**src/rtl/pfla_pkg.sv**
```systemverilog
package pfla_pkg;

  localparam int ADDR_BITS   = 40;
  localparam int PAGE_BITS   = 12;
  localparam int STACK_DEPTH = 1024;

  localparam int PNUM_BITS = ADDR_BITS - PAGE_BITS;
  localparam int IDX_BITS  = $clog2(STACK_DEPTH);
  localparam int CNT_BITS  = $clog2(STACK_DEPTH + 1);

  localparam int FUNC_BITS   = 2;
  localparam int STATUS_BITS = 3;

  localparam int IN_TDATA_BITS   = ((ADDR_BITS + 7) / 8) * 8;
  localparam int OUT_FIELD_BITS  = ADDR_BITS + STATUS_BITS + CNT_BITS;
  localparam int OUT_TDATA_BITS  = ((OUT_FIELD_BITS + 7) / 8) * 8;
  localparam int OUT_STATUS_LSB  = ADDR_BITS;
  localparam int OUT_PAGES_LSB   = ADDR_BITS + STATUS_BITS;

  localparam int CFG_IDX_BITS = 1;
  localparam logic [CFG_IDX_BITS-1:0] REG_REGION_START = 1'd0;
  localparam logic [CFG_IDX_BITS-1:0] REG_REGION_END   = 1'd1;

  localparam int QUEUE_DEPTH = 2;
  localparam int QPTR_BITS   = $clog2(QUEUE_DEPTH);

  localparam logic [FUNC_BITS-1:0] FUNC_ALLOC = 2'd0;
  localparam logic [FUNC_BITS-1:0] FUNC_FREE  = 2'd1;
  localparam logic [FUNC_BITS-1:0] FUNC_INIT  = 2'd2;

  typedef enum logic [STATUS_BITS-1:0] {
    ST_OK        = 3'd0,
    ST_OOM       = 3'd1,
    ST_RANGE     = 3'd2,
    ST_UNALIGNED = 3'd3,
    ST_FULL      = 3'd4
  } status_t;

  typedef enum logic [1:0] {
    K_ALLOC,
    K_FREE,
    K_INIT,
    K_NOP
  } kind_t;

  // For a free, arg holds the page number; for an initialise, the region span in bytes.
  typedef struct packed {
    kind_t                 kind;
    status_t               err;
    logic [ADDR_BITS-1:0]  arg;
  } cmd_t;

endpackage

```
**src/rtl/pfla_front.sv**
```systemverilog
module pfla_front
  import pfla_pkg::*;
(
  input  logic                  clk,
  input  logic                  rst_n,
  input  logic                  in_valid,
  output logic                  in_ready,
  input  logic [FUNC_BITS-1:0]  in_func,
  input  logic [ADDR_BITS-1:0]  in_addr,
  input  logic [ADDR_BITS-1:0]  region_start,
  input  logic [ADDR_BITS-1:0]  region_end,
  output logic                  cmd_valid,
  input  logic                  cmd_ready,
  output cmd_t                  cmd
);

  logic valid_r, valid_nxt;
  cmd_t cmd_r, cmd_nxt;

  assign in_ready  = !valid_r || cmd_ready;
  assign cmd_valid = valid_r;
  assign cmd       = cmd_r;

  always_comb begin
    cmd_nxt.kind = K_NOP;
    cmd_nxt.err  = ST_OK;
    cmd_nxt.arg  = '0;
    case (in_func)
      FUNC_ALLOC: begin
        cmd_nxt.kind = K_ALLOC;
      end
      FUNC_FREE: begin
        cmd_nxt.kind = K_FREE;
        cmd_nxt.arg  = ADDR_BITS'(in_addr[ADDR_BITS-1:PAGE_BITS]);
        if (in_addr >= region_end || in_addr < region_start) begin
          cmd_nxt.err = ST_RANGE;
        end else if (in_addr[PAGE_BITS-1:0] != '0) begin
          cmd_nxt.err = ST_UNALIGNED;
        end
      end
      FUNC_INIT: begin
        cmd_nxt.kind = K_INIT;
        if (region_start[PAGE_BITS-1:0] != '0) begin
          cmd_nxt.err = ST_UNALIGNED;
        end else if (region_end > region_start) begin
          cmd_nxt.arg = region_end - region_start;
        end
      end
      default: begin
        cmd_nxt.kind = K_NOP;
      end
    endcase
  end

  always_comb begin
    valid_nxt = valid_r;
    if (in_valid && in_ready) begin
      valid_nxt = 1'b1;
    end else if (cmd_ready) begin
      valid_nxt = 1'b0;
    end
  end

  always_ff @(posedge clk) begin
    if (!rst_n) begin
      valid_r <= 1'b0;
    end else begin
      valid_r <= valid_nxt;
    end
    if (in_valid && in_ready) begin
      cmd_r <= cmd_nxt;
    end
  end

endmodule

```
**config.mk**
```make
export PLATFORM = sky130hd
export DESIGN_NAME = pfla_front
export DESIGN_NICKNAME = d
export VERILOG_FILES = /design/src/rtl/pfla_pkg.sv /design/src/rtl/pfla_front.sv
export SDC_FILE = /design/constraint.sdc
export NUM_CORES = 1
export LEC_CHECK = 0
export BUFFER_PORTS_ARGS = -buffer_cell sky130_fd_sc_hd__buf_2
export CAP_MARGIN = 20
export CELL_PAD_IN_SITES_DETAIL_PLACEMENT = 0
export CELL_PAD_IN_SITES_GLOBAL_PLACEMENT = 1
export CORE_ASPECT_RATIO = 1.25
export CORE_MARGIN = 3
export CORE_UTILIZATION = 40
export CTS_BUF_LIST = sky130_fd_sc_hd__clkbuf_4 sky130_fd_sc_hd__clkbuf_8
export CTS_CLUSTER_SIZE = 28
export DETAILED_ROUTE_END_ITERATION = 10
export GPL_TIMING_DRIVEN = 0
export PLACE_DENSITY_LB_ADDON = 0.3
export SLEW_MARGIN = 20
export SYNTH_ARGS = -nofsm -noshare
export SYNTH_HDL_FRONTEND = slang
export SYNTH_SLANG_ARGS = --single-unit
```
**constraint.sdc**
```tcl
create_clock -name clk -period 4.6 [get_ports clk]
set_input_delay 1.15 -clock clk [delete_from_list [all_inputs] [get_ports clk]]
set_output_delay 1.15 -clock clk [all_outputs]
set_load 0.005 [all_outputs]
```
==> results of run 1 <==
worst max-delay path, delay by kind of cell:
kind,cells,cell delay (ns)
buffers and inverters,2,0.49
AO/OA/AOI/OAI,4,0.93
AND/OR/NAND/NOR,4,0.96
adder cells (fa/ha/maj),2,0.60
routing by layer:
layer	vias to the layer above	global-route usage [%]
met5	-	0
met4	4	8.031
met3	39	2.537
met2	173	43.51
met1	2737	27.20
li1	3071	-
cells by family (layout without fill, tap and decap cells):
family	Yosys count	count (layout)	share of synthesized area [%]
xor gates and xnor gates	32	32	4.553
and+or+nand+nor	189	189	15.75
other	1	1	0.06092
AOI/OAI and AO/OA	230	230	25.63
buffers and inverters	113	293	7.094
DFF	45	45	21.79
adders and majority gates	123	123	25.12
area by class of cell:
cell class	count	area, um2
fill	1572	7659
clock buffer	5	68.82
timing repair buffer	172	875.8
multi-input combinational	575	4379
inverter	94	352.8
clock inverter	3	26.28
buffer	19	83.83
sequential	45	1341
tap	182	227.7
worst min-delay path by stage:
stage	start	slack (ns)	to
6_report	cmd_valid	0.53	cmd_valid
2_1_floorplan	cmd_valid	0.54	cmd_valid
5_1_grt	cmd_valid	0.56	cmd_valid
3_3_place_gp	cmd_valid	0.52	cmd_valid
4_1_cts	cmd_valid	0.54	cmd_valid
3_5_place_dp	cmd_valid	0.53	cmd_valid
Yosys cell counts, types with 4 or more instances:
master and count:
sky130_fd_sc_hd__ha_1 122, sky130_fd_sc_hd__inv_1 94, sky130_fd_sc_hd__a21oi_1 64, sky130_fd_sc_hd__edfxtp_1 44, sky130_fd_sc_hd__nand2_1 41, sky130_fd_sc_hd__nor2_1 40, sky130_fd_sc_hd__o21ai_0 36, sky130_fd_sc_hd__a21o_1 33
sky130_fd_sc_hd__a22o_1 26, sky130_fd_sc_hd__nand4_1 22, sky130_fd_sc_hd__xnor2_1 19, sky130_fd_sc_hd__and2_1 15, sky130_fd_sc_hd__xor2_1 13, sky130_fd_sc_hd__a211oi_1 12, sky130_fd_sc_hd__nand3_1 12, sky130_fd_sc_hd__clkbuf_1 11
sky130_fd_sc_hd__nand2b_1 11, sky130_fd_sc_hd__nor3_1 11, sky130_fd_sc_hd__nor4_1 9, sky130_fd_sc_hd__nor2b_1 8, sky130_fd_sc_hd__and3_1 6, sky130_fd_sc_hd__buf_2 6, sky130_fd_sc_hd__o21a_1 6, sky130_fd_sc_hd__o21bai_1 6
sky130_fd_sc_hd__a2111oi_0 5, sky130_fd_sc_hd__a31oi_1 5, sky130_fd_sc_hd__o31ai_1 5, sky130_fd_sc_hd__o211ai_1 4
state kept, by name (all words and copies together), names as in the netlist:
signal	count
cmd_valid	1
cmd	44
power by group through the flow:
stage	Clock [mW]	Combinational, mW	Sequential [mW]
floorplan	0	0.427	0.496
global placement	0	0.661	0.493
detailed placement	0	0.667	0.492
CTS	0.285	0.672	0.483
global route	0.297	0.753	0.485
finish	0.278	0.672	0.482
==> flow_metrics.env, run 1 <==
export IMPL_grt_total_usage_pct=23.28
export IMPL_list_of_cells_traversed_by_the_critical_path="buf_2 > ha_1 > fa_1 > nand2b_1 > a21oi_1 > o31ai_1 > a211oi_1 > or2_1 > a2111oi_2 > nor4_2 > clkbuf_1 > and2_1"
export IMPL_drv_max_cap_violation_count=0
export IMPL_yosysSeqAreaShare_pct=21.79
export IMPL_fin_util_pct=48.99
export IMPL_via_count=6024
export IMPL_die_area_um2=16920
export IMPL_p_sw_share_pct=39.30
export IMPL_drt_antenna_violating_nets=0
export IMPL_fin_nets=1161
export IMPL_post_drt_wl_per_cell_um=18.14
export IMPL_post_synth_instance_area_um2=6156
export IMPL_final_min_clock_period_ns=3.960
export IMPL_firstDrtPassIters=4
export IMPL_fp_dieW_um=117.0
export IMPL_grt_max_degree=30
export IMPL_synthesis_area_per_instance_um2=8.398
export IMPL_timing_rr_end="cmd[12]"
export IMPL_worst_clock_skew_ns=0.02109
export IMPL_detail_route_drc_violations=0
export IMPL_preCtsSetupSlack_ns=0.3016
export IMPL_area_growth_syn_to_layout_pct=19.49
export IMPL_crit_path_start="region_start[0]"
export IMPL_classification_of_the_worst_setup_path="input port to flop"
export IMPL_synth_top_area_share_pct=24.80
export IMPL_route_final_wire_length_mm=19.86
export IMPL_r2r_cells=3
export IMPL_worst_path_max_fanout=10
export IMPL_setup_repair_after_global_routing_missed_its_margin="false"
export IMPL_power_static_leakage_nw=3.772
export IMPL_wire_length_of_the_first_global_routing_pass_mm=30.56
export IMPL_port_buffer_count=171
export IMPL_vias_in_the_first_global_route=5980
export IMPL_clkSinkCount=45
export IMPL_final_area_um2=7356
export IMPL_synthArstFlopShare_pct=0
export IMPL_syn_num_nets=982
export IMPL_post_cts_repair_setup_buffers=0
export IMPL_drtIter0Drc=286
export IMPL_power_internal_mw=0.8693
export IMPL_combinationalPowerShare_pct=46.9
export IMPL_timing_critical_path_to_type="flop"
export IMPL_place_gp_congestion=0.8896
export IMPL_cts_root_buffer_type="sky130_fd_sc_hd__clkbuf_8"
export IMPL_synth_edff_count=44
export IMPL_insertion_delay_ns=0.32
export IMPL_antenna_diode_count=0
export IMPL_required_time_of_the_worst_setup_path_ns=4.78
export IMPL_cell_type_with_the_highest_aggregate_area_in_the_netlist="sky130_fd_sc_hd__ha_1"
export IMPL_dp_hpwl_mm=17.38
export IMPL_worst_reg2reg_startpoint="cmd_valid"
export IMPL_design_portCount=173
export IMPL_timing_fmax_mhz=252.5
export IMPL_mostFrequentLayoutCells="sky130_fd_sc_hd__buf_2 (177), sky130_fd_sc_hd__ha_1 (122), sky130_fd_sc_hd__inv_1 (94), sky130_fd_sc_hd__a21oi_1 (64), sky130_fd_sc_hd__edfxtp_1 (44)"
export IMPL_yosysWarnings=0
export IMPL_ys_dominant_reg_cell="sky130_fd_sc_hd__edfxtp_1"
export IMPL_finalHoldWorstSlack_ns=0.5339
export IMPL_worstMarginPinSlew_ns=0.8486
export IMPL_layout_worst_path_cycle_share_pct=86.09
export IMPL_synthTopCellsByArea="sky130_fd_sc_hd__ha_1 (25%), sky130_fd_sc_hd__edfxtp_1 (21%), sky130_fd_sc_hd__inv_1 (5.7%)"
export IMPL_initial_utilization_pct=41.00
export IMPL_reg2reg_slack_ns=3.21
export IMPL_wl_met1_mm=8.030
export IMPL_fp_row_count=50
export IMPL_aggregate_global_routing_overflow=0
export IMPL_vias_per_cell=5.501
export IMPL_final_common_cell="sky130_fd_sc_hd__buf_2"
export IMPL_placed_cell_area_um2=7261
export IMPL_power_per_cell_area_nw_per_um2=194.7
export IMPL_timing_hold_worst_path_depth=2
export IMPL_min_path_type="flop to flop"
export IMPL_setup_ws_post_layout_ns=0.6397
export IMPL_final_hold_viol_count=0
export IMPL_finalNonFillerCells=1095
export IMPL_critical_path_slowest_cell="sky130_fd_sc_hd__fa_1"
export IMPL_antenna_found_initial=2
export IMPL_cells_after_synth=733
export IMPL_ir_worst_vdd_v=0.00009376
export IMPL_critical_path_max_stage_delay_ns=0.38
export IMPL_timing_final_setup_violations=0
export IMPL_route_top_layer_used="met5"
export IMPL_finalMaxSlewViolations=0
export IMPL_place_detailed_instances=1087
export IMPL_timing_critical_path_to="cmd[28]"
export IMPL_seq_power_share_pct=33.7
export IMPL_cts_max_level=2
export IMPL_design_core_area_um2=15010
export IMPL_worst_path_arrival_time_ns=4.14
export IMPL_cts_reportedPaths_clkPinSlew_ns=0.11
export IMPL_synth_seq_cells=45
export IMPL_cts_max_path_buffers=2
export IMPL_worstSetupStartpointType="input port"
export IMPL_totalPowerFinal_mw=1.432
export IMPL_met2_routed_length_mm=10.25
export IMPL_ratio_of_cells_with_drive_above_1_in_the_final_layout_pct=22.12
export IMPL_fin_tns_setup_ns=0
export IMPL_tritoncts="done"
export IMPL_tritoncts_buffers=5
export IMPL_synth_distinct_cells=61
export IMPL_outcome="completed"
export IMPL_slew_headroom_pct=41.96
export IMPL_power_share_clock_pct=19.4
export IMPL_met3RoutedLength_um=899
export IMPL_net_switching_power_mw=0.5629
export IMPL_holdBufCountCts=0
export IMPL_die_y_um=144.7
export IMPL_cts_resized_gates=0
Power figures use the tool's default switching activity.
==> inputs of run 2 (changes only) <==
Settings changed: MAX_ROUTING_LAYER set to met4.
==> run 2 against run 1 <==
Compared with the run above: clock-buffer cell count is the same; cell count increased by 0.27%; critical path depth unchanged; setup slack lost 0.045 ns; routed wire length shrank 0.36%; critical path type unchanged; highest routed layer is now met4.
==> flow_metrics.env, run 2 (synthesized netlist as in run 1, its figures left out) <==
export IMPL_outcome="completed"
export IMPL_multi_input_area_um2=4379
export IMPL_mostFrequentLayoutCells="sky130_fd_sc_hd__buf_2 (177), sky130_fd_sc_hd__ha_1 (122), sky130_fd_sc_hd__inv_1 (94), sky130_fd_sc_hd__a21oi_1 (64), sky130_fd_sc_hd__edfxtp_1 (44)"
export IMPL_cts_max_path_buffers=2
export IMPL_grt_total_usage_pct=23.55
export IMPL_post_cts_repair_setup_buffers=0
export IMPL_worst_path_arrival_time_ns=4.18
export IMPL_worstSetupStartpointType="input port"
export IMPL_worst_clock_skew_ns=0.01588
export IMPL_r2r_cells=3
export IMPL_die_y_um=144.7
export IMPL_setup_repair_after_global_routing_missed_its_margin="false"
export IMPL_insertion_delay_ns=0.32
export IMPL_final_min_clock_period_ns=4.005
export IMPL_design_portCount=173
export IMPL_fin_tns_setup_ns=0
export IMPL_placed_cell_area_um2=7261
export IMPL_clkSinkCount=45
export IMPL_vias_in_the_first_global_route=5785
export IMPL_path_common_cell="sky130_fd_sc_hd__buf_2"
export IMPL_area_growth_syn_to_layout_pct=19.61
export IMPL_drtIter0Drc=334
export IMPL_layout_worst_path_cycle_share_pct=87.07
export IMPL_cts_max_level=2
export IMPL_critical_path_max_stage_delay_ns=0.39
export IMPL_num_fill_cells=1563
export IMPL_port_buffer_count=171
export IMPL_drt_antenna_violating_nets=0
export IMPL_via_count=6010
export IMPL_firstDrtPassIters=4
export IMPL_totalPowerFinal_mw=1.430
export IMPL_ir_worst_vdd_v=0.0001002
export IMPL_bufs_and_invs_on_worst_path=2
export IMPL_classification_of_the_worst_setup_path="input port to flop"
export IMPL_cts_reportedPaths_clkPinSlew_ns=0.10
export IMPL_fin_nets=1161
export IMPL_timing_critical_path_to_type="flop"
export IMPL_cts_resized_gates=0
export IMPL_sequential_cell_area_um2=1341
export IMPL_wire_length_of_the_first_global_routing_pass_mm=29.72
export IMPL_critical_path_slowest_cell="sky130_fd_sc_hd__fa_1"
export IMPL_route_final_wire_length_mm=19.79
export IMPL_grt_max_degree=30
export IMPL_worst_path_max_fanout=10
export IMPL_initial_utilization_pct=41.00
export IMPL_finalHoldWorstSlack_ns=0.5244
export IMPL_fin_util_pct=49.04
export IMPL_min_path_type="flop to flop"
export IMPL_timing_critical_path_depth=12
export IMPL_vias_per_cell=5.474
export IMPL_final_hold_viol_count=0
export IMPL_power_static_leakage_nw=3.772
export IMPL_die_area_um2=16920
export IMPL_final_common_cell="sky130_fd_sc_hd__buf_2"
export IMPL_fp_row_count=50
export IMPL_power_per_cell_area_nw_per_um2=194.2
export IMPL_detail_route_drc_violations=0
export IMPL_timing_hold_worst_path_depth=2
export IMPL_final_area_um2=7363
export IMPL_drv_max_cap_violation_count=0
export IMPL_tritoncts_buffers=5
export IMPL_aggregate_global_routing_overflow=0
export IMPL_timing_fmax_mhz=249.7
export IMPL_largest_reg_flops=44
export IMPL_ratio_of_cells_with_drive_above_1_in_the_final_layout_pct=22.12
export IMPL_holdBufCountCts=0
export IMPL_slew_headroom_pct=40.59
export IMPL_fp_dieW_um=117.0
export IMPL_design_core_area_um2=15010
export IMPL_critical_path_top_delay_family="simple AND/OR/NAND/NOR gates"
export IMPL_worstMarginPinSlew_ns=0.8686
export IMPL_dp_hpwl_mm=17.35
export IMPL_antenna_found_initial=3
export IMPL_cts_root_buffer_type="sky130_fd_sc_hd__clkbuf_8"
export IMPL_tritoncts="done"
export IMPL_timing_final_setup_violations=0
export IMPL_post_drt_wl_per_cell_um=18.02
export IMPL_finalMaxSlewViolations=0
export IMPL_list_of_cells_traversed_by_the_critical_path="buf_2 > ha_1 > fa_1 > nand2b_1 > a21oi_1 > o31ai_1 > a211oi_1 > or2_1 > a2111oi_2 > nor4_2 > buf_2 > and4_1"
export IMPL_place_gp_congestion=0.8784
export IMPL_required_time_of_the_worst_setup_path_ns=4.78
[run 2: changes by cell type in the layout (fill, tap and decap cells not counted), sizes merged]
| cell | change |
|---|---|
| diode | +3 |
[run 2: worst paths after layout]
kind	start	endpoint	slack, ns
setup / recovery	region_start[0]	cmd[31]	0.60
hold / removal	cmd_valid	cmd_valid	0.52
setup reg to reg	cmd_valid	cmd[17]	3.22
hold reg to reg	cmd_valid	cmd_valid	0.52
[run 2: routing by layer]
layer | wire length, um | GRT usage (%) | vias up
met2 | 10350 | 43.18 | 148
met5 | 0 | - | -
met4 | 495 | 6.763 | 0
met1 | 8074 | 26.50 | 2751
met3 | 870 | 3.078 | 29
li1 | - | - | 3082
[run 2: power breakdown]
group          total [mW]  switching [mW]  internal (mW)  leakage, nW
clock network       0.276           0.163          0.113       0.0496
logic               0.673           0.392          0.280         3.28
registers           0.481         0.00584          0.476        0.445
[run 2: metrics by stage]
stage / setup slack (ns) / instances
floorplan: 0.9520 / 733
global placement: 0.3035 / 1086
detailed placement: 0.2860 / 1087
CTS: 0.6196 / 1095
global route: 0.4297 / 1098
finish: 0.5950 / 1098
[run 2: cell type report]
type | instances | area share (%)
Clock inverter | 3 | 0.3568
Sequential cell | 45 | 18.22
Inverter | 94 | 4.792
Timing Repair Buffer | 172 | 11.89
Multi-Input combinational cell | 575 | 59.47
Buffer | 19 | 1.138
Antenna cell | 3 | 0.1020
Clock buffer | 5 | 0.9346
Tap cell | 182 | 3.093
[run 2: worst register-to-register path, stage by stage (launching register included)]
cell,delay [ns]
sky130_fd_sc_hd__dfxtp_1,0.32
sky130_fd_sc_hd__nand2b_1,0.08
sky130_fd_sc_hd__and2_2,0.39
sky130_fd_sc_hd__buf_12,0.25
