<file path="src/rtl/pfla_pkg.sv">
package pfla_pkg;

  localparam int ADDR_BITS   = 40;
  localparam int PAGE_BITS   = 12;
  localparam int STACK_DEPTH = 1024;

  localparam int PNUM_BITS = ADDR_BITS - PAGE_BITS;
  localparam int IDX_BITS  = $clog2(STACK_DEPTH);
  localparam int CNT_BITS  = $clog2(STACK_DEPTH + 1);

  localparam int FUNC_BITS   = 2;
  localparam int STATUS_BITS = 3;

  localparam int IN_TDATA_BITS   = ((ADDR_BITS + 7) / 8) * 8;
  localparam int OUT_FIELD_BITS  = ADDR_BITS + STATUS_BITS + CNT_BITS;
  localparam int OUT_TDATA_BITS  = ((OUT_FIELD_BITS + 7) / 8) * 8;
  localparam int OUT_STATUS_LSB  = ADDR_BITS;
  localparam int OUT_PAGES_LSB   = ADDR_BITS + STATUS_BITS;

  localparam int CFG_IDX_BITS = 1;
  localparam logic [CFG_IDX_BITS-1:0] REG_REGION_START = 1'd0;
  localparam logic [CFG_IDX_BITS-1:0] REG_REGION_END   = 1'd1;

  localparam int QUEUE_DEPTH = 2;
  localparam int QPTR_BITS   = $clog2(QUEUE_DEPTH);

  localparam logic [FUNC_BITS-1:0] FUNC_ALLOC = 2'd0;
  localparam logic [FUNC_BITS-1:0] FUNC_FREE  = 2'd1;
  localparam logic [FUNC_BITS-1:0] FUNC_INIT  = 2'd2;

  typedef enum logic [STATUS_BITS-1:0] {
    ST_OK        = 3'd0,
    ST_OOM       = 3'd1,
    ST_RANGE     = 3'd2,
    ST_UNALIGNED = 3'd3,
    ST_FULL      = 3'd4
  } status_t;

  typedef enum logic [1:0] {
    K_ALLOC,
    K_FREE,
    K_INIT,
    K_NOP
  } kind_t;

  // For a free, arg holds the page number; for an initialise, the region span in bytes.
  typedef struct packed {
    kind_t                 kind;
    status_t               err;
    logic [ADDR_BITS-1:0]  arg;
  } cmd_t;

endpackage

</file>
<file path="src/rtl/pfla_cmd_fifo.sv">
module pfla_cmd_fifo
  import pfla_pkg::*;
(
  input  logic clk,
  input  logic rst_n,
  input  logic push_valid,
  output logic push_ready,
  input  cmd_t push_cmd,
  output logic pop_valid,
  input  logic pop_ready,
  output cmd_t pop_cmd
);

  cmd_t                 entry_r [QUEUE_DEPTH];
  logic [QPTR_BITS-1:0] wr_ptr_r, wr_ptr_nxt;
  logic [QPTR_BITS-1:0] rd_ptr_r, rd_ptr_nxt;
  logic [QPTR_BITS:0]   fill_r, fill_nxt;
  logic                 do_push, do_pop;

  assign push_ready = fill_r != (QPTR_BITS+1)'(QUEUE_DEPTH);
  assign pop_valid  = fill_r != '0;
  assign pop_cmd    = entry_r[rd_ptr_r];
  assign do_push    = push_valid && push_ready;
  assign do_pop     = pop_valid && pop_ready;

  always_comb begin
    wr_ptr_nxt = wr_ptr_r;
    rd_ptr_nxt = rd_ptr_r;
    fill_nxt   = fill_r;
    if (do_push) begin
      wr_ptr_nxt = (wr_ptr_r == QPTR_BITS'(QUEUE_DEPTH - 1)) ? '0 : wr_ptr_r + 1'b1;
    end
    if (do_pop) begin
      rd_ptr_nxt = (rd_ptr_r == QPTR_BITS'(QUEUE_DEPTH - 1)) ? '0 : rd_ptr_r + 1'b1;
    end
    if (do_push && !do_pop) begin
      fill_nxt = fill_r + 1'b1;
    end else if (do_pop && !do_push) begin
      fill_nxt = fill_r - 1'b1;
    end
  end

  always_ff @(posedge clk) begin
    if (!rst_n) begin
      wr_ptr_r <= '0;
      rd_ptr_r <= '0;
      fill_r   <= '0;
    end else begin
      wr_ptr_r <= wr_ptr_nxt;
      rd_ptr_r <= rd_ptr_nxt;
      fill_r   <= fill_nxt;
    end
    if (do_push) begin
      entry_r[wr_ptr_r] <= push_cmd;
    end
  end

endmodule

</file>
<file path="config.mk">
export PLATFORM = sky130hd
export DESIGN_NAME = pfla_cmd_fifo
export DESIGN_NICKNAME = d
export VERILOG_FILES = /design/src/rtl/pfla_pkg.sv /design/src/rtl/pfla_cmd_fifo.sv
export SDC_FILE = /design/constraint.sdc
export NUM_CORES = 1
export LEC_CHECK = 0
export ABC_AREA = 1
export ABC_CLOCK_PERIOD_IN_PS = 3500
export BUFFER_PORTS_ARGS = -buffer_cell sky130_fd_sc_hd__buf_2
export CAP_MARGIN = 20
export CORE_UTILIZATION = 52
export CTS_CLUSTER_SIZE = 12
export DETAILED_ROUTE_END_ITERATION = 12
export GPL_TIMING_DRIVEN = 0
export PLACE_DENSITY = 0.91
export SLEW_MARGIN = 20
export SYNTH_ARGS = -nofsm -noshare
export SYNTH_HDL_FRONTEND = slang
export SYNTH_SLANG_ARGS = --single-unit
</file>
<file path="constraint.sdc">
create_clock -name clk -period 3.5 [get_ports clk]
set_input_delay 0.525 -clock clk [delete_from_list [all_inputs] [get_ports clk]]
set_output_delay 0.525 -clock clk [all_outputs]
set_load 0.02 [all_outputs]
</file>
==> results_dict.tcl, run 1 <==
set metrics [dict create \
    period_minus_slack_ns 2.016 \
    max_freq_mhz 496.1 \
    path_cells "buf_6 -> buf_12 -> mux2_4 -> buf_2" \
    synth_cell_type_count 15 \
    stdcell_count 385 \
    dieHeight_microns 86.25 \
    worst_ep_arrival_time_ns 1.49 \
    dpl.hpwl_microns 4045 \
    htreeDepth 3 \
    ys_seq_elements 95 \
    slew_headroom_pct 47.99 \
    fin_total_pwr_mw 3.102 \
    port_buffers 95 \
    cp_top_family "buffers and inverters" \
    drcViolationCount 0 \
    worst_slew_pin_slew_ns 0.7783 \
    layout_commonest_cell "buf_2" \
    utilization_pct 66.17 \
    maxCapViolCount 0 \
    drive_gt1_share_pct 56.40 \
    max-vdd-ir-drop_uv 417.3 \
    worstSetupPathType "register to output pin" \
    min_from "push_cmd[42]" \
    antenna_left 0 \
    synthCells 177 \
    crit_slowest_cell "dfxtp_1" \
    holdPathEnd "entry_r[0][42]" \
    dp.cells 370 \
    path_buf_inv 3 \
    layout.nets 335 \
    wl_per_cell_microns 14.74 \
    hold_violations 0 \
    grt_max_degree 25 \
    clk_latency_ns 0.35 \
    grt.overflow.total 0 \
    die_w_microns 86.25 \
    viasPerCell 4.771 \
    yosys_warnings 0 \
    io_pins 96 \
    initial_utilization_pct 54.03 \
    status "finished clean" \
    min_period_over_period_pct 57.60 \
    num_vias 1837 \
    end_kind "output pin" \
    p_leak_nw 1.789 \
    fp.dieArea_sq_um 7439 \
    reg2regPathDepth 5 \
    setup_viol 0 \
    max-clock-path-buffers 2 \
    holdWs_ns 0.3638 \
    coreArea_sq_um 6832 \
    n_antenna_cell 0 \
    timing.rr.start "fill_r[0]" \
    ys_seq_area_share_pct 75.93 \
    numCtsBuffers 9 \
    syn-cell-area_sq_um 3691 \
    report.final.slew_viol_count 0 \
    grtUsageTotal_pct 16.04 \
    post_cts_buffers 0 \
    first_iter_violations 63 \
    layout_common_cells "95 x buf_2, 90 x edfxtp_1, 40 x mux2_4" \
    finalClockSkew_ns 0.009971 \
    fill_cells 494 \
    min_path_type "primary input to register" \
    synthToLayoutAreaGrowth_pct 22.47 \
    ff2ff_setup_slack_ns 1.60 \
    hold_buffers 0 \
    cts_num_sinks 95 \
    place_area_sq_um 4357 \
    finalWeightedCongestion 0.6803 \
    synth_nets 227 \
    fp-row-count 30 \
    clk_pin_slew_ns 0.09 \
    cp_slowest_stage_delay_ns 0.33 \
    avgSynthCellArea_sq_um 20.85 \
    grt_pass1_wl_microns 8590 \
    pwr_density_cell_nw_per_um2 686.1 \
    holdPathStages 1 \
    wirelength_microns 5674 \
    required_ns 2.97 \
    drtPass1Iterations 4 \
    antenna_found_initial 0 \
    design_area_sq_um 4521 \
    clockRootBuffer "clkbuf_8" \
    r2r_end "entry_r[1][22]" \
    worstSetupStartpointType "register" \
    cts_resized 0 \
    cts_tree "yes" \
    grt_setup_unrepaired "no" \
    worstPathMaxFanout 10 \
    grt_pass1_vias 1842 \
]
## power breakdown
part | switching, mW | internal [mW]
Combinational | 0.549 | 0.466
Clock | 0.349 | 0.254
Sequential | 0.0482 | 1.44
## logic make-up (layout without fill, tap and decap cells)
group | after synthesis | count (layout) | share of synthesized area, %
AND/OR/NAND/NOR | 19 | 19 | 2.034
multiplexers | 45 | 45 | 17.80
AO/OA/AOI/OAI | 4 | 4 | 0.6101
adder cells (fa/ha/maj) | 1 | 1 | 0.3389
flip-flops | 95 | 95 | 75.93
buffers and inverters | 13 | 125 | 3.288
## how the worst max path moves through the flow
stage	start	to	depth (start not counted)	slack, ns
floorplan	fill_r[0]	entry_r[0][0]	4	0.43
global placement	push_valid	entry_r[1][43]	3	-0.55
detailed placement	push_valid	entry_r[1][35]	4	1.50
CTS	register	pop_cmd[41]	4	1.45
global route	register	pop_cmd[17]	4	1.42
finish	register	pop_cmd[13]	4	1.48
## synth_stat cells, drive strengths merged
cell type   n  share of area, %
a21oi       1              0.14
buf         5               2.5
dfxtp       5               2.7
edfxtp     90                73
ha          1              0.34
inv         8              0.81
mux2       45                18
nand2       9              0.92
nand3       1              0.14
nand4       1              0.17
nor2        8              0.81
o21a        1              0.20
o21ai       2              0.27
## registers in the layout (all words and copies together) (netlist names), named ones only
register and cells:
entry_r 90, fill_r 2, rd_ptr_r 1, wr_ptr_r 1
## layout make-up
type / count / area (sq um) / area share (%)
sequential: 95 / 2803 / 62.00
multi-input combinational: 69 / 782.0 / 17.30
timing repair buffer: 97 / 530.5 / 11.74
clock buffer: 10 / 127.6 / 2.823
tap: 96 / 120.1 / 2.657
buffer: 5 / 91.34 / 2.020
clock inverter: 5 / 36.28 / 0.8027
inverter: 8 / 30.03 / 0.6643
## per-layer routing
| layer | track usage (%) | wire (microns) | vias to the layer above |
|---|---|---|---|
| met3 | 5.714 | 272 | 7 |
| li1 | - | - | 890 |
| met4 | 6.364 | 77 | 0 |
| met1 | 17.59 | 2268 | 881 |
| met2 | 28.43 | 3055 | 59 |
| met5 | 0 | 0 | - |
## per-stage QoR
step | setup slack, ns | setup TNS (ns)
6_report | 1.484 | 0
5_1_grt | 1.420 | 0
4_1_cts | 1.445 | 0
3_5_place_dp | 1.496 | 0
3_3_place_gp | -0.5456 | -48.79
2_1_floorplan | 0.4337 | 0
Power figures use the tool's default switching activity.
==> run 2: changes to the inputs <==
--- a/config.mk
+++ b/config.mk
@@ -6,14 +6,14 @@
 export NUM_CORES = 1
 export LEC_CHECK = 0
 export ABC_AREA = 1
-export ABC_CLOCK_PERIOD_IN_PS = 3500
+export ABC_CLOCK_PERIOD_IN_PS = 1700
 export BUFFER_PORTS_ARGS = -buffer_cell sky130_fd_sc_hd__buf_2
 export CAP_MARGIN = 20
-export CORE_UTILIZATION = 52
+export CORE_UTILIZATION = 47
 export CTS_CLUSTER_SIZE = 12
 export DETAILED_ROUTE_END_ITERATION = 12
 export GPL_TIMING_DRIVEN = 0
-export PLACE_DENSITY = 0.91
+export PLACE_DENSITY = 0.87
 export SLEW_MARGIN = 20
 export SYNTH_ARGS = -nofsm -noshare
 export SYNTH_HDL_FRONTEND = slang
==> constraint.sdc (replaced) <==
create_clock -name clk -period 1.7 [get_ports clk]
set_input_delay 0.255 -clock clk [delete_from_list [all_inputs] [get_ports clk]]
set_output_delay 0.255 -clock clk [all_outputs]
set_load 0.02 [all_outputs]
==> run 2 against run 1 <==
  * The run now ends with negative setup slack left
  * Register-to-register slack got worse by 1.6 ns
  * Combinational power rose by 130%
  * Flip-flop and latch count did not move
==> results_dict.tcl, run 2 (synthesis results as in run 1) <==
set metrics [dict create \
    wirelength_microns 5769 \
    clk_pin_slew_ns 0.08 \
    met3_usage_pct 3.956 \
    num_vias 1852 \
    pwr_density_cell_nw_per_um2 1459 \
    grt_use_met2_pct 27.21 \
    dpl.hpwl_microns 3914 \
    stdcell_count 391 \
    grt_pass1_vias 1917 \
    drcViolationCount 0 \
    busiest_layer "met2" \
    htreeDepth 3 \
    maxCapViolCount 0 \
    hold_violations 0 \
    antenna_left 0 \
    grt_max_degree 24 \
    hold_buffers 0 \
    synthToLayoutAreaGrowth_pct 28.78 \
    die_w_microns 90.62 \
    first_iter_violations 58 \
    fp.dieArea_sq_um 8212 \
    worstSetupStartpointType "register" \
    cts_num_sinks 95 \
    worstSetupPathType "register to output pin" \
    io_pins 96 \
    design_area_sq_um 4753 \
    slew_headroom_pct 48.45 \
    grtUsageTotal_pct 15.32 \
    max-vdd-ir-drop_uv 867.6 \
    crit_slowest_cell "dfxtp_2" \
    clk_latency_ns 0.34 \
    layout_common_cells "90 x edfxtp_1, 80 x buf_2, 40 x mux2_4" \
    grt.overflow.total 0 \
    dp.cells 373 \
    cp_slowest_stage_delay_ns 0.36 \
    worstPathMaxFanout 10 \
    worst_slew_pin_slew_ns 0.7715 \
    grt_pass1_wl_microns 9418 \
    place_area_sq_um 4375 \
    cts_tree "yes" \
    clockRootBuffer "clkbuf_8" \
    fin_tns_setup_ns -0.1824 \
    grt_setup_unrepaired "yes" \
    worst_path_most_repeated_cell "buf_12" \
    finalClockSkew_ns 0.007395 \
    viasPerCell 4.737 \
    utilization_pct 64.16 \
    fp-row-count 31 \
    required_ns 1.44 \
    report.final.slew_viol_count 0 \
    fill_cells 537 \
    drive_gt1_share_pct 57.88 \
    fin_total_pwr_mw 6.934 \
    wl_per_cell_microns 14.75 \
    period_minus_slack_ns 1.720 \
    numCtsBuffers 9 \
    setup_viol 24 \
    coreArea_sq_um 7408 \
    min_period_over_period_pct 101.1 \
    n_antenna_cell 0 \
    status "finished with violations" \
    reg_top3 "entry_r (90), fill_r (2)" \
    drtPass1Iterations 4 \
    port_buffers 95 \
    path_cells "buf_12 -> buf_12 -> mux2_4 -> buf_2" \
    setup_ws_ns -0.01950 \
    cp_top_family "buffers and inverters" \
    path_buf_inv 3 \
    worst_ep_arrival_time_ns 1.46 \
    use_met1_pct 17.18 \
    violations "negative setup slack" \
    dieHeight_microns 90.62 \
    min_path_type "primary input to register" \
    layout_commonest_cell "edfxtp_1" \
    antenna_found_initial 0 \
    initial_utilization_pct 49.82 \
    largest_reg_flops 90 \
    p_leak_nw 1.886 \
    layout.nets 338 \
    top_register "entry_r" \
    end_kind "output pin" \
    max_freq_mhz 581.6 \
    finalWeightedCongestion 0.6257 \
    max-clock-path-buffers 2 \
]
[run 2: worst paths after layout]
check             cells past startpoint        endpoint         start  slack (ns)
hold reg to reg                       2        rd_ptr_r      rd_ptr_r        0.51
hold / removal                        1  entry_r[1][23]  push_cmd[23]         0.1
setup reg to reg                      5  entry_r[0][25]     fill_r[0]           0
setup / recovery                      4     pop_cmd[10]      register       -0.02
[run 2: worst reg2reg max path, cell delays in order, from the launching register on]
cell and delay, ns:
dfxtp_2 0.37, inv_4 0.06, nand2_4 0.06, nand2_4 0.07, nor2_4 0.59, buf_16 0.26
[run 2: through the flow]
| stage | hold slack, ns | setup slack (ns) |
|---|---|---|
| finish | 0.09958 | -0.01950 |
| CTS | 0.07769 | -0.05732 |
| global placement | 0.4422 | -0.2558 |
| floorplan | 0.3539 | 0.01214 |
| detailed placement | 0.4464 | -0.08593 |
| global route | 0.06933 | -0.1126 |
[run 2: area by class of cell]
type	instances	area [sq um]	share of cell area [%]
buffer	5	100.1	2.106
inverter	8	32.53	0.6844
clock inverter	4	71.32	1.500
timing repair buffer	100	691.9	14.56
sequential	95	2805	59.02
multi-input combinational	69	797.0	16.77
tap	99	123.9	2.606
clock buffer	11	131.4	2.764
[run 2: report_power, final]
part	leakage, nW	total, mW	internal [mW]	switching, mW
clock	0.0971	1.49	0.817	0.678
sequential	0.881	3.07	2.96	0.114
combinational	0.908	2.37	1.19	1.17
[run 2: timing repair]
item,4_1_cts,5_1_grt
pin swaps,1,1
cloned,2,0
buffers inserted,1,0
gates resized for setup,36,0
setup endpoints to repair,86,91
[run 2: metal layers]
| layer | wire length (microns) | up-vias |
|---|---|---|
| li1 | - | 895 |
| met1 | 2312 | 885 |
| met2 | 3126 | 62 |
| met3 | 236 | 10 |
| met4 | 95 | 0 |
| met5 | 0 | - |
==> run 3: changes to the inputs <==
--- a/config.mk
+++ b/config.mk
@@ -9,11 +9,13 @@
 export ABC_CLOCK_PERIOD_IN_PS = 1700
 export BUFFER_PORTS_ARGS = -buffer_cell sky130_fd_sc_hd__buf_2
 export CAP_MARGIN = 20
-export CORE_UTILIZATION = 47
+export CELL_PAD_IN_SITES_DETAIL_PLACEMENT = 0
+export CELL_PAD_IN_SITES_GLOBAL_PLACEMENT = 1
+export CORE_UTILIZATION = 40
 export CTS_CLUSTER_SIZE = 12
 export DETAILED_ROUTE_END_ITERATION = 12
 export GPL_TIMING_DRIVEN = 0
-export PLACE_DENSITY = 0.87
+export PLACE_DENSITY = 0.88
 export SLEW_MARGIN = 20
 export SYNTH_ARGS = -nofsm -noshare
 export SYNTH_HDL_FRONTEND = slang
==> run 3 against run 2 <==
  * The run ends with design-rule violations, negative setup slack left
  * Utilization decreased by 7.6 points
  * Fmax decreased by 0.63%
  * First-iteration DRC count decreased by 16%
  * Clock power decreased by 5%
  * Total power increased by 3.9%
  * Worst hold slack got worse by 0.010 ns
  * Routed wire length increased by 1.6%
  * Critical path type unchanged
  * Largest cell class unchanged
==> results_dict.tcl, run 3 (synthesis results as in run 1) <==
set metrics [dict create \
    grt_pass1_vias 1820 \
    finalWeightedCongestion 0.6904 \
    period_minus_slack_ns 1.730 \
    final-seq-area_sq_um 2808 \
    hold_violations 0 \
    required_ns 1.44 \
    reg2regPathDepth 5 \
    viasPerCell 4.531 \
    holdPathStages 1 \
    grt.overflow.total 0 \
    fill_cells 715 \
    min_path_type "primary input to register" \
    worst_ep_arrival_time_ns 1.48 \
    antenna_found_initial 0 \
    fp.dieArea_sq_um 9616 \
    worstSetupStartpointType "register" \
    cts_num_sinks 95 \
    multi_input_comb_area_sq_um 804.5 \
    place_area_sq_um 4387 \
    top_register "entry_r" \
    max-vdd-ir-drop_uv 644.1 \
    p_leak_nw 1.978 \
    numCtsBuffers 9 \
    violations "design-rule violations, negative setup slack" \
    max-clock-path-buffers 2 \
    hold_buffers 0 \
    p_clk_share_pct 19.7 \
    p_seq_share_pct 42.5 \
    layout.nets 342 \
    synthToLayoutAreaGrowth_pct 35.69 \
    ff2ff_setup_slack_ns 0 \
    dpl.hpwl_microns 3840 \
    dp.cells 382 \
    wl_per_cell_microns 14.48 \
    setup_viol 21 \
    slew_headroom_pct 48.87 \
    grt_setup_unrepaired "yes" \
    setup_ws_ns -0.03042 \
    grtUsageTotal_pct 12.38 \
    cts_tree "yes" \
    port_buffers 95 \
    timing.rr.start "fill_r[0]" \
    clk_pin_slew_ns 0.09 \
    holdWs_ns 0.08924 \
    drcViolationCount 8 \
    fin_total_pwr_mw 7.207 \
    min_period_over_period_pct 101.8 \
    p_switching_mw 2.082 \
    reg_top3 "entry_r (90), fill_r (2)" \
    die_w_microns 98.06 \
    fp-row-count 34 \
    drive_gt1_share_pct 58.59 \
    dieHeight_microns 98.06 \
    r2r_end "entry_r[1][21]" \
    status "finished with violations" \
    wirelength_microns 5864 \
    io_pins 96 \
    power.share.combinational_pct 37.8 \
    clockRootBuffer "clkbuf_8" \
    antenna_left 0 \
    initial_utilization_pct 41.71 \
    first_iter_violations 49 \
    layout_commonest_cell "edfxtp_1" \
    largest_reg_flops 90 \
    report.final.slew_viol_count 0 \
    worstPathMaxFanout 8 \
    coreArea_sq_um 8848 \
    grt_max_degree 25 \
    end_kind "output pin" \
    worst_slew_pin_slew_ns 0.7652 \
    maxCapViolCount 0 \
    place_worst_setup_slack_ns -0.09218 \
    max_freq_mhz 577.9 \
    swShare_pct 28.89 \
    worstSetupPathType "register to output pin" \
    holdPathEnd "entry_r[1][15]" \
    n_antenna_cell 0 \
    clk_latency_ns 0.35 \
    layout_common_cells "90 x edfxtp_1, 53 x buf_2, 44 x buf_6" \
    htreeDepth 3 \
    stdcell_count 405 \
    p_int_mw 5.125 \
    grt_pass1_wl_microns 8832 \
    finalClockSkew_ns 0.008819 \
    min_from "push_cmd[15]" \
    num_vias 1835 \
    drtPass1Iterations 9 \
    design_area_sq_um 5009 \
    pwr_density_cell_nw_per_um2 1439 \
]
run 3: changes by cell type in the layout (fill, tap and decap cells not counted), moves of 2 or more:
| cell | delta |
|---|---|
| buf_6 | +29 |
| buf_2 | -27 |
| clkbuf_16 | +5 |
| clkinv_4 | +2 |
| mux2_2 | -2 |
| mux2_4 | +2 |
run 3: worst max-delay path, cell delays in order, from the launching register on:
cell	delay, ns
dfxtp_4	0.38
buf_12	0.16
clkbuf_16	0.16
mux2_4	0.30
buf_6	0.13
run 3: worst max-delay path by stage:
stage,start,endpoint,slack [ns],cells after the start
finish,register,pop_cmd[18],-0.03,4
global route,fill_r[0],entry_r[1][21],-0.13,5
CTS,fill_r[0],entry_r[1][21],-0.04,5
detailed placement,fill_r[0],entry_r[0][43],-0.09,5
global placement,fill_r[0],entry_r[0][15],-0.31,4
floorplan,fill_r[0],entry_r[0][0],0.01,4
run 3: cell type report:
class | instances | share of cell area [%]
Buffer | 5 | 1.999
Clock buffer | 11 | 2.623
Clock inverter | 5 | 1.174
Inverter | 8 | 0.5996
Multi-Input combinational cell | 69 | 16.06
Sequential cell | 95 | 56.06
Tap cell | 108 | 2.698
Timing Repair Buffer | 104 | 18.79
run 3: layer usage:
metal	wire length [microns]	global-route usage [%]	vias to the layer above
li1	-	-	901
met1	2373	13.80	876
met2	3111	21.29	48
met3	279	3.722	10
met4	99	6.643	0
met5	0	0	-
run 3: power groups by stage:
stage | sequential (mW) | combinational [mW] | clock (mW)
2_1_floorplan | 3.09 | 1.55 | 0
3_3_place_gp | 3.10 | 2.05 | 0
3_5_place_dp | 3.11 | 2.14 | 0
4_1_cts | 3.06 | 2.25 | 1.46
5_1_grt | 3.10 | 2.89 | 1.56
6_report | 3.06 | 2.72 | 1.42
run 3: timing repair:
item,CTS,global route
setup buffers,2,0
pin swaps,1,1
endpoints found under the setup margin,85,87
cloned,0,5
resized for setup,20,73
run 3: metrics by stage:
stage | setup TNS [ns] | utilization, %
final | -0.5045 | 56.60
after detailed placement | -3.832 | 49.58
after global placement | -27.10 | 48.95
after floorplan | 0 | -
after global routing | -7.670 | 56.60
after CTS | -1.573 | 52.59
